## src/hdl/category_window_average_assert.svh

```systemverilog
// assertion macros shared by the category window average modules
`ifndef CATEGORY_WINDOW_AVERAGE_ASSERT_SVH
`define CATEGORY_WINDOW_AVERAGE_ASSERT_SVH

// condition holds at every edge outside reset
`define CWA_ASSERT_HOLDS(label, clk, rstn, cond) \
    label: assert property (@(posedge clk) disable iff (!(rstn)) (cond)) \
        else $error("assertion failed");

// antecedent implies consequent in the same cycle
`define CWA_ASSERT_IMPL(label, clk, rstn, ante, cons) \
    label: assert property (@(posedge clk) disable iff (!(rstn)) (ante) |-> (cons)) \
        else $error("assertion failed");

// antecedent implies consequent in the following cycle
`define CWA_ASSERT_NEXT(label, clk, rstn, ante, cons) \
    label: assert property (@(posedge clk) disable iff (!(rstn)) (ante) |=> (cons)) \
        else $error("assertion failed");

`endif

```

## src/hdl/cwa_pkg.sv

```systemverilog
// types and constants of the category window average block
package cwa_pkg;

    localparam int VAL_W  = 47;
    localparam int TOT_W  = 51;
    localparam int FILL_OUT_W = 5;
    localparam int CAT_W  = 3;
    localparam int LIVE_W = 48;

    localparam logic CMD_SAMPLE = 1'b0;
    localparam logic CMD_CLEAR  = 1'b1;

    typedef struct packed {
        logic                     command;
        logic [CAT_W-1:0]         category;
        logic signed [LIVE_W-1:0] live_bytes;
    } cwa_in_t;

    typedef struct packed {
        logic [CAT_W-1:0]      category_out;
        logic [VAL_W-1:0]      category_average;
        logic                  sample_done;
        logic [TOT_W-1:0]      total_average;
        logic [TOT_W-1:0]      total_peak;
        logic [FILL_OUT_W-1:0] fill_count;
    } cwa_out_t;

    typedef enum logic [3:0] {
        ST_CLEAR,
        ST_IDLE,
        ST_READ,
        ST_UPDATE,
        ST_TOTAL,
        ST_CDIV,
        ST_CWAIT,
        ST_TDIV,
        ST_TWAIT,
        ST_FINISH
    } cwa_state_t;

    typedef struct packed {
        logic load;
        logic clr;
        logic upd;
        logic tot;
        logic div_start;
        logic div_tot;
        logic cat_avg_ld;
        logic tot_avg_ld;
        logic out_ld;
    } cwa_cmd_t;

    typedef struct packed {
        logic in_clear;
        logic in_ok;
        logic last;
        logic clr_last;
        logic div_busy;
    } cwa_stat_t;

endpackage

```

## src/hdl/cwa_ctrl.sv

```systemverilog
// controller: sequences clearing, window update, divisions and result handoff
module cwa_ctrl
    import cwa_pkg::*;
(
    input  logic      aclk,
    input  logic      aresetn,
    input  logic      s_valid,
    output logic      s_ready,
    output logic      m_valid,
    input  logic      m_ready,
    input  cwa_stat_t st,
    output cwa_cmd_t  cmd
);

`include "category_window_average_assert.svh"

    cwa_state_t state_reg;
    cwa_state_t state_next;
    logic       m_valid_reg;
    logic       m_valid_next;

    always_ff @(posedge aclk) begin
        if (!aresetn) begin
            state_reg   <= ST_CLEAR;
            m_valid_reg <= 1'b0;
        end else begin
            state_reg   <= state_next;
            m_valid_reg <= m_valid_next;
        end
    end

    always_comb begin
        state_next = state_reg;
        cmd        = '0;
        s_ready    = 1'b0;
        case (state_reg)
            ST_CLEAR: begin
                cmd.clr = 1'b1;
                if (st.clr_last) begin
                    state_next = ST_IDLE;
                end
            end
            ST_IDLE: begin
                s_ready  = 1'b1;
                cmd.load = s_valid;
                if (s_valid) begin
                    if (st.in_clear) begin
                        state_next = ST_CLEAR;
                    end else if (st.in_ok) begin
                        state_next = ST_READ;
                    end
                end
            end
            ST_READ: begin
                state_next = ST_UPDATE;
            end
            ST_UPDATE: begin
                cmd.upd    = 1'b1;
                state_next = st.last ? ST_TOTAL : ST_CDIV;
            end
            ST_TOTAL: begin
                cmd.tot    = 1'b1;
                state_next = ST_CDIV;
            end
            ST_CDIV: begin
                cmd.div_start = 1'b1;
                state_next    = ST_CWAIT;
            end
            ST_CWAIT: begin
                if (!st.div_busy) begin
                    cmd.cat_avg_ld = 1'b1;
                    state_next     = st.last ? ST_TDIV : ST_FINISH;
                end
            end
            ST_TDIV: begin
                cmd.div_start = 1'b1;
                cmd.div_tot   = 1'b1;
                state_next    = ST_TWAIT;
            end
            ST_TWAIT: begin
                cmd.div_tot = 1'b1;
                if (!st.div_busy) begin
                    cmd.tot_avg_ld = 1'b1;
                    state_next     = ST_FINISH;
                end
            end
            ST_FINISH: begin
                // wait until the result register is free
                if (!m_valid_reg || m_ready) begin
                    cmd.out_ld = 1'b1;
                    state_next = ST_IDLE;
                end
            end
            default: begin
                state_next = ST_CLEAR;
            end
        endcase
    end

    assign m_valid_next = cmd.out_ld ? 1'b1 : (m_ready ? 1'b0 : m_valid_reg);
    assign m_valid      = m_valid_reg;

    `CWA_ASSERT_IMPL(a_div_start_idle, aclk, aresetn, cmd.div_start, !st.div_busy)
    `CWA_ASSERT_NEXT(a_clear_word, aclk, aresetn, s_valid && s_ready && st.in_clear, state_reg == ST_CLEAR)
    `CWA_ASSERT_IMPL(a_no_overwrite, aclk, aresetn, cmd.out_ld && m_valid_reg, m_ready)

endmodule

```

## config.mk

```make
export PLATFORM = sky130hd
export DESIGN_NAME = cwa_ctrl
export DESIGN_NICKNAME = d
export VERILOG_FILES = /design/src/hdl/cwa_pkg.sv /design/src/hdl/cwa_ctrl.sv
export VERILOG_INCLUDE_DIRS = /design/src /design/src/hdl
export SDC_FILE = /design/constraint.sdc
export NUM_CORES = 1
export LEC_CHECK = 0
export ABC_AREA = 1
export BUFFER_PORTS_ARGS = -buffer_cell sky130_fd_sc_hd__buf_4
export CORE_AREA = 3 3 40 42
export DETAILED_ROUTE_END_ITERATION = 10
export DIE_AREA = 0 0 43 45
export PLACE_DENSITY = 0.64
export SLEW_MARGIN = 20
export SYNTH_ARGS = -nofsm -noshare
export SYNTH_HDL_FRONTEND = slang
export SYNTH_SLANG_ARGS = --single-unit
export TNS_END_PERCENT = 100
```

## constraint.sdc

```tcl
create_clock -name aclk -period 1.3 [get_ports aclk]
set_input_delay 0.26 -clock aclk [delete_from_list [all_inputs] [get_ports aclk]]
set_output_delay 0.26 -clock aclk [all_outputs]
set_load 0.02 [all_outputs]
```

# Word level (Yosys, flattened, before mapping)
# Index checks and enable logic that the tools add are counted.
# classes
n_reduce_logical	7
mux	24
eq_ne	15
# ops
cell	count
one-hot mux 4 bit (10 select lines)	1
2-to-1 mux 4 bit	8
equality test 4 x 3 -> 1 bit, second input constant	4
2-to-1 mux 1 bit	15
inequality test 2 bit, second input constant	5
equality test 4 x 2 -> 1 bit, second input constant	2
equality test 4 bit, second input constant	2
AND reduction 6 bit	1
equality test 4 x 1 -> 1 bit, second input constant	1
logical NOT 4 bit	1
OR reduction 2 bit	2
inequality test 3 bit, second input constant	1
nonzero test 2 bit	1
logical NOT 1 bit	1
logical OR 1 bit	1
# totals
register_bits	5
elab_cells	48

# Logic depth before layout (Yosys ltp)
# Gate-level depths: netlist of run 1.
# logic_depth
word_depth	5
mapped_depth	10
depth_no_buf	10

# Least setup slack after synthesis of run 1
# No wires, ideal clock.
# synth_path
path_type	flip-flop to flip-flop
from	register state_reg[3]
to	register state_reg[1]
path_slack_ps	-119
setup_time_ps	113
t_arrival_ps	1306
path_stages_with_launch	11
path_buffers	0
required_ps	1187
period_less_slack_ps	1419
cell_sequence	dfxtp_1 -> nor2_4 -> inv_2 -> nor2_1 -> nand2_1 -> nand2_1 -> inv_1 -> nand2_2 -> nand2_1 -> nand2_1 -> nor2_1
# synth_between
elab_chain_cells	3
# synth_rtl
element	line	source
start: declaration	cwa_ctrl.sv:17	cwa_state_t state_reg;
start signal: assignment	cwa_ctrl.sv:27	state_reg <= state_next;
equality test 4 x 1 -> 1 bit, or another cell as far along	cwa_ctrl.sv:36	case (state_reg)
inequality test 3 bit (no source line) or inequality test 2 bit (tied branches)	n/a	
AND reduction 6 bit (no source line)	n/a	
# Parallel ways exist; a longest one is shown, timed or not.
# A chain may end at the register's enable or synchronous reset.

==> impl_metrics.json, run 1 <==
{
  "outcome": "finished, violations left",
  "violations": "setup timing",
  "min_path_cells": 2,
  "seq_area_frac_synth_pct": 22.5,
  "via_per_inst": 4.97,
  "ys_warn_count": 0,
  "clkLatencyLatePin_ps": 240,
  "crit_family": "flip-flops",
  "numCtsBuffers": 3,
  "postLayoutCellArea_um2": 932,
  "cpMaxStageDelayCell": "dfxtp_4",
  "grt_max_degree": 6,
  "drc": 0,
  "crit_path_end_kind": "output port",
  "netlist_area_um2": 444,
  "die_height_um": 45,
  "num_rows": 13,
  "power_leakage_uw": 0.000462,
  "synth_edf_count": 0,
  "irDropWorstVdd_mv": 1.27,
  "drtIter0Drc": 21,
  "synthTopCellsByCount": "nor2_1 (19), nand2_1 (18), inv_1 (12)",
  "portBuffers": 19,
  "yosysTopAreaCell": "dfxtp_1",
  "ys_seq_elements": 5,
  "worstPathMaxFanout": 4,
  "hold_viol_final": 0,
  "clk_pin_slew_ps": 40,
  "cp_num_buf_inv": 2,
  "synthArstFlopShare_pct": 0,
  "worstHoldPathType": "in -> reg",
  "cp_cell_sequence": "inv_2 -> nor2_4 -> nand2_2 -> nor2_1 -> buf_4",
  "nets": 129,
  "dp_hpwl_um": 989,
  "cts_tree": "yes",
  "powerDensity_mw_per_mm2": 2100,
  "cts.root.buffer_cell": "clkbuf_4",
  "r2r_cells": 11,
  "die_w_um": 43,
  "cts_hold_buf": 0,
  "cp_data_required_time_ps": 1040,
  "fin_util_pct": 72.5,
  "gp_congestion": 0.808,
  "setup_viol": 14,
  "drive_gt1_share_pct": 63.9,
  "track_usage_pct": 17.5,
  "clockBufferDepth": 2,
  "initial_core_util_pct": 34.6,
  "synth_cells": 81,
  "arrival_ps": 1210,
  "clock_sinks": 5,
  "finalWirelength_mm": 1.87,
  "post-synth-top-area-fraction_pct": 22.5,
  "n_antenna_cell": 0,
  "die_area_mm2": 0.00194,
  "rsz0062_at_grt": "true",
  "placement.cell_area_um2": 654,
  "grt-ovfl-total": 0,
  "synth_most_common_cell": "nor2_1",
  "min_period_ps": 1470,
  "synth_nets": 90,
  "vias": 666,
  "ioPinCount": 20,
  "syn_to_final_growth_pct": 110,
  "cp-start-kind": "flip-flop",
  "largest_register_ffs": 4,
  "antenna_found_initial": 0,
  "tightest_slew_ps": 246,
  "detail_route.first_pass.iterations": 4,
  "syn_area_per_cell_um2": 5.48,
  "n_fill_cell": 104,
  "first_global_vias": 628,
  "fmax_mhz": 679,
  "fin_crit_sh_pct": 113,
  "critical_path_depth": 5,
  "cap_violations": 0,
  "htree_levels": 1,
  "synth_cell_types": 16,
  "wl_per_cell_um": 14.0,
  "antenna_left": 0,
  "finClkSkew_ps": 3.28,
  "slew_viol_final": 0,
  "slew_headroom_pct": 83.4,
  "ys_top_cells_by_area": "dfxtp_1 (23%), nor2_1 (16%), nand2_1 (15%)",
  "synth-main-ff-cell": "dfxtp_1",
  "grt_pass1_wl_mm": 2.50,
  "core_mm2": 0.00128,
  "slowest_delay_ps": 390,
  "setup_slack_ps": -172,
  "critical_path_class": "reg -> out"
}
## report_power, final
| group | switching, µW | leakage [µW] | internal [µW] |
|---|---|---|---|
| sequential | 95.1 | 0.0000437 | 223 |
| combinational | 779 | 0.000403 | 682 |
| clock | 58.7 | 0.0000150 | 116 |
## cell type report
class                      count  area [µm²]  area share, %
multi-input combinational     61         404           43.4
timing repair buffer          35         308           33.0
clock buffer                   4        26.3           2.82
sequential                     5         115           12.3
tap                           15        18.8           2.01
inverter                      14        60.1           6.44
## placed cells by master (no fill, tap or decap), drive strengths merged, types with 2 or more instances in the layout
cell,count
a21oi,3
clkbuf,4
buf,35
nand3,8
nand2,20
nor2,23
nand3b,2
dfxtp,5
o211ai,2
inv,14
## worst reg2reg max path, stage by stage (launching register included)
cell and delay (ps):
dfxtp_4 380, inv_4 50, nand2_4 90, inv_2 50, buf_4 140, nand3_1 90
nand2_2 70, nor2_4 140, nand2_4 80, nand2_1 60, nand2_1 60, nor2_1 80
## what timing repair did
item | CTS | global route
setup buffers | 7 | 3
setup endpoints to repair | 13 | 14
pin swaps | 9 | 6
gates resized for setup | 40 | 19
## cells by family after synthesis
| kind of cell | Yosys count | synth area share [%] |
|---|---|---|
| and+or+nand+nor | 54 | 54.4 |
| buffers and inverters | 15 | 13.5 |
| AOI/OAI and AO/OA | 7 | 9.58 |
| DFF | 5 | 22.5 |
## worst paths after layout
path                     start            to  slack (ps)
setup / recovery  state_reg[3]        cmd[1]        -170
hold / removal         aresetn       m_valid         260
setup reg to reg  state_reg[1]  state_reg[1]         -60
hold reg to reg   state_reg[0]  state_reg[0]         570
## routing by layer
metal / vias up / track usage (%) / part of all wire [%]
li1: 326 / - / -
met1: 310 / 18.0 / 40
met2: 24 / 31.7 / 53
met3: 6 / 2.39 / 5.2
met4: 0 / 14.5 / 2.0
met5: - / 0 / 0
## per-stage QoR
step	setup TNS, ps	setup slack [ps]	std cells	hold WS, ps	total power, µW
2_1_floorplan	0	8.95	81	378	845
3_3_place_gp	-17.3	-10.6	120	515	1180
3_5_place_dp	-116	-47.8	120	507	1180
4_1_cts	-886	-106	131	251	1730
5_1_grt	-2030	-212	134	272	2090
6_report	-1280	-172	134	260	1950
(Power assumes the default switching activity.)
==> run 2, diff against run 1 <==
- REMOVE_ABC_BUFFERS: default -> 1
- SLEW_MARGIN: 20 -> default
==> impl_metrics.json, run 2 (synthesis gave the netlist of run 1 again) <==
{
  "outcome": "finished, violations left",
  "violations": "setup timing",
  "fin_util_pct": 75.9,
  "num_rows": 13,
  "antenna_found_initial": 0,
  "drive_gt1_share_pct": 70.4,
  "r2r_end": "state_reg[0]",
  "vias": 705,
  "hold_viol_final": 0,
  "placement.cell_area_um2": 643,
  "power_leakage_uw": 0.000492,
  "rsz0062_at_grt": "true",
  "cp-start-kind": "flip-flop",
  "wl_per_cell_um": 13.7,
  "holdCritStartpoint": "aresetn",
  "rrSetupSlack_ps": -180,
  "crit_path_end_kind": "output port",
  "holdWs_ps": 274,
  "n_antenna_cell": 0,
  "irDropWorstVdd_mv": 1.16,
  "track_usage_pct": 19.8,
  "critical_path_class": "reg -> out",
  "r2r_cells": 12,
  "nets": 135,
  "clockBufferDepth": 2,
  "clock_sinks": 5,
  "drc": 0,
  "arrival_ps": 1220,
  "fmax_mhz": 673,
  "min_period_ps": 1480,
  "grt-ovfl-total": 0,
  "htree_levels": 1,
  "die_area_mm2": 0.00194,
  "initial_core_util_pct": 34.6,
  "first_global_vias": 649,
  "powerDensity_mw_per_mm2": 2040,
  "detail_route.first_pass.iterations": 4,
  "cts.root.buffer_cell": "clkbuf_4",
  "final.setup.tns_ps": -1750,
  "clkLatencyLatePin_ps": 240,
  "grt_max_degree": 6,
  "worstHoldPathType": "in -> reg",
  "portBuffers": 19,
  "cts_hold_buf": 0,
  "layout_commonest_cell": "buf_4",
  "die_w_um": 43,
  "grt_pass1_wl_mm": 2.75,
  "drtIter0Drc": 18,
  "via_per_inst": 5.04,
  "clk_pin_slew_ps": 40,
  "core_mm2": 0.00128,
  "numCtsBuffers": 3,
  "largest_register_ffs": 4,
  "tightest_slew_ps": 235,
  "die_height_um": 45,
  "finalWirelength_mm": 1.92,
  "slew_headroom_pct": 84.3,
  "antenna_left": 0,
  "cp_data_required_time_ps": 1040,
  "syn_to_final_growth_pct": 120,
  "r2r_start": "state_reg[1]",
  "gp_congestion": 0.821,
  "dp_hpwl_mm": 1.01,
  "crit_end": "cmd[3]",
  "postLayoutCellArea_um2": 976,
  "cap_violations": 0,
  "setup_slack_ps": -185,
  "crit_path_start": "state_reg[0]",
  "setup_viol": 15,
  "worstPathMaxFanout": 5,
  "ioPinCount": 20,
  "fin_crit_sh_pct": 114,
  "cts_tree": "yes",
  "finClkSkew_ps": 0.0872,
  "most-common-layout-cells": "buf_4 (32), nand2_1 (9), buf_6 (9)",
  "slew_viol_final": 0
}
[run 2: final cells by class]
type | count | area, µm²
Inverter | 14 | 62.6
Fill cell | 103 | 309
Sequential cell | 5 | 115
Tap cell | 15 | 18.8
Multi-Input combinational cell | 61 | 412
Clock buffer | 4 | 26.3
Timing Repair Buffer | 41 | 342
[run 2: worst max-delay path, cell delays in order, from the launching register on]
cell and delay (ps):
dfxtp_4 370, nor2_4 170, inv_2 70, nor2_2 130
a21oi_2 60, inv_1 60, buf_4 130
[run 2: timing repair]
action / CTS / global route
endpoints found under the setup margin: 13 / 14
pin swaps: 6 / 12
gates resized for setup: 39 / 25
setup buffers: 11 / 5
[run 2: worst min path at each step]
stage                   end  slack, ps  cells past startpoint
3_5_place_dp        m_valid        500                      2
6_report       state_reg[3]        270                      3
4_1_cts             m_valid        240                      2
3_3_place_gp        m_valid        500                      2
2_1_floorplan       m_valid        380                      1
5_1_grt             m_valid        280                      2
[run 2: routing by layer]
metal / vias to the layer above / routed length (µm) / track usage (%)
met5: - / 0 / 0
met1: 317 / 718 / 19.6
met4: 0 / 92 / 16.3
met3: 14 / 111 / 3.59
li1: 343 / - / -
met2: 31 / 1000 / 35.9
[run 2: stage by stage]
stage | setup slack [ps] | power [µW] | instances
final | -185 | 1990 | 140
after global routing | -244 | 2120 | 140
after CTS | -131 | 1660 | 135
after detailed placement | -54.5 | 1140 | 120
after global placement | -42.2 | 1130 | 120
after floorplan | -119 | 812 | 80
[run 2: power breakdown]
group / internal [µW] / total (µW) / switching (µW)
logic: 688 / 1490 / 801
registers: 223 / 324 / 101
clock network: 116 / 176 / 60.1
total: 1030 / 1990 / 963
==> run 3, diff against run 2 <==
- SKIP_CTS_REPAIR_TIMING: default -> 1
==> impl_metrics.json, run 3 (synthesis gave the netlist of run 1 again) <==
{
  "outcome": "finished, violations left",
  "violations": "setup timing",
  "drtIter0Drc": 11,
  "rrSetupSlack_ps": 10,
  "p_int_uw": 857,
  "via_per_inst": 4.59,
  "cp-start-kind": "flip-flop",
  "final.setup.tns_ps": -1100,
  "htree_levels": 1,
  "powerDensity_mw_per_mm2": 1970,
  "r2r_cells": 10,
  "setup_slack_ps": -137,
  "holdWs_ps": 259,
  "fin_crit_sh_pct": 111,
  "gp_congestion": 0.821,
  "track_usage_pct": 14.3,
  "dp_hpwl_mm": 1.01,
  "grt-ovfl-total": 0,
  "slew_viol_final": 0,
  "antenna_found_initial": 0,
  "met2WireLength_um": 698,
  "drive_gt1_share_pct": 57.8,
  "largest_register_ffs": 4,
  "first_global_vias": 501,
  "antenna_left": 0,
  "worstHoldPathType": "in -> reg",
  "r2r_start": "state_reg[3]",
  "num_rows": 13,
  "ioPinCount": 20,
  "fin_util_pct": 64.6,
  "min_path_cells": 2,
  "numCtsBuffers": 3,
  "vias": 601,
  "hold_end": "m_valid",
  "critical_path_class": "reg -> out",
  "wl_per_cell_um": 10.5,
  "grt_pass1_wl_mm": 2.03,
  "swShare_pct": 47.5,
  "layout_commonest_cell": "buf_4",
  "r2r_end": "state_reg[1]",
  "cts.root.buffer_cell": "clkbuf_4",
  "die_height_um": 45,
  "finalWirelength_mm": 1.37,
  "finClkSkew_ps": 0.923,
  "fmax_mhz": 696,
  "cap_violations": 0,
  "p_clk_share_pct": 10.7,
  "setup_viol": 10,
  "arrival_ps": 1180,
  "rsz0062_at_grt": "true",
  "comb_power_share_pct": 69.9,
  "clock_sinks": 5,
  "top_layer": "met4",
  "core_mm2": 0.00128,
  "initial_core_util_pct": 34.6,
  "cp_data_required_time_ps": 1040,
  "most-common-layout-cells": "buf_4 (28), nor2_1 (13), nand2_1 (13)",
  "grt_max_degree": 6,
  "cts_tree": "yes",
  "clkLatencyLatePin_ps": 240,
  "portBuffers": 19,
  "power_uw": 1630,
  "irDropWorstVdd_mv": 1.08,
  "placement.cell_area_um2": 643,
  "p_seq_share_pct": 19.4,
  "hold_viol_final": 0,
  "die_area_mm2": 0.00194,
  "worstPathMaxFanout": 4,
  "detail_route.first_pass.iterations": 4,
  "wl_met1_um": 562,
  "clockBufferDepth": 2,
  "wl_met3_um": 66,
  "drc": 0,
  "power_leakage_uw": 0.000431,
  "min_period_ps": 1440,
  "crit_path_end_kind": "output port",
  "syn_to_final_growth_pct": 86.8,
  "n_antenna_cell": 0,
  "tightest_slew_ps": 211,
  "holdCritStartpoint": "aresetn",
  "clk_pin_slew_ps": 40,
  "slew_headroom_pct": 85.8,
  "p_sw_uw": 774,
  "die_w_um": 43,
  "postLayoutCellArea_um2": 830,
  "nets": 126
}
run 3: routing by layer:
layer / up-vias / track usage [%]
li1: 322 / -
met1: 257 / 16.9
met2: 16 / 23.4
met3: 6 / 2.39
met4: 0 / 10.8
met5: - / 0
run 3: layout make-up:
cell class	instances	area, µm²
Fill cell	127	455
Multi-Input combinational cell	61	359
Clock buffer	4	26.3
Timing Repair Buffer	32	255
Tap cell	15	18.8
Inverter	14	57.6
Sequential cell	5	113
run 3: worst max-delay path: stages (launching register included):
cell and delay, ps:
dfxtp_4 380, inv_2 50, nor2_2 150, nand2_1 100, nor2_1 110, buf_4 140
run 3: power by group through the flow:
stage / Sequential (µW) / Clock (µW) / Combinational, µW
after floorplan: 255 / 0 / 557
after global placement: 258 / 0 / 873
after detailed placement: 260 / 0 / 875
after CTS: 257 / 187 / 876
after global routing: 324 / 190 / 1270
final: 316 / 175 / 1140
run 3: worst max path at each step:
stage,from,end,cells past startpoint
6_report,state_reg[3],cmd[1],5
5_1_grt,state_reg[0],cmd[5],5
4_1_cts,state_reg[2],cmd[4],5
3_5_place_dp,state_reg[2],cmd[4],5
3_3_place_gp,state_reg[0],state_reg[2],10
2_1_floorplan,state_reg[3],state_reg[1],10
run 3: metrics by stage:
| stage | setup slack (ps) | std cells |
|---|---|---|
| 5_1_grt | -208 | 131 |
| 6_report | -137 | 131 |
| 4_1_cts | -321 | 124 |
| 3_5_place_dp | -54.5 | 120 |
| 2_1_floorplan | -119 | 80 |
| 3_3_place_gp | -42.2 | 120 |
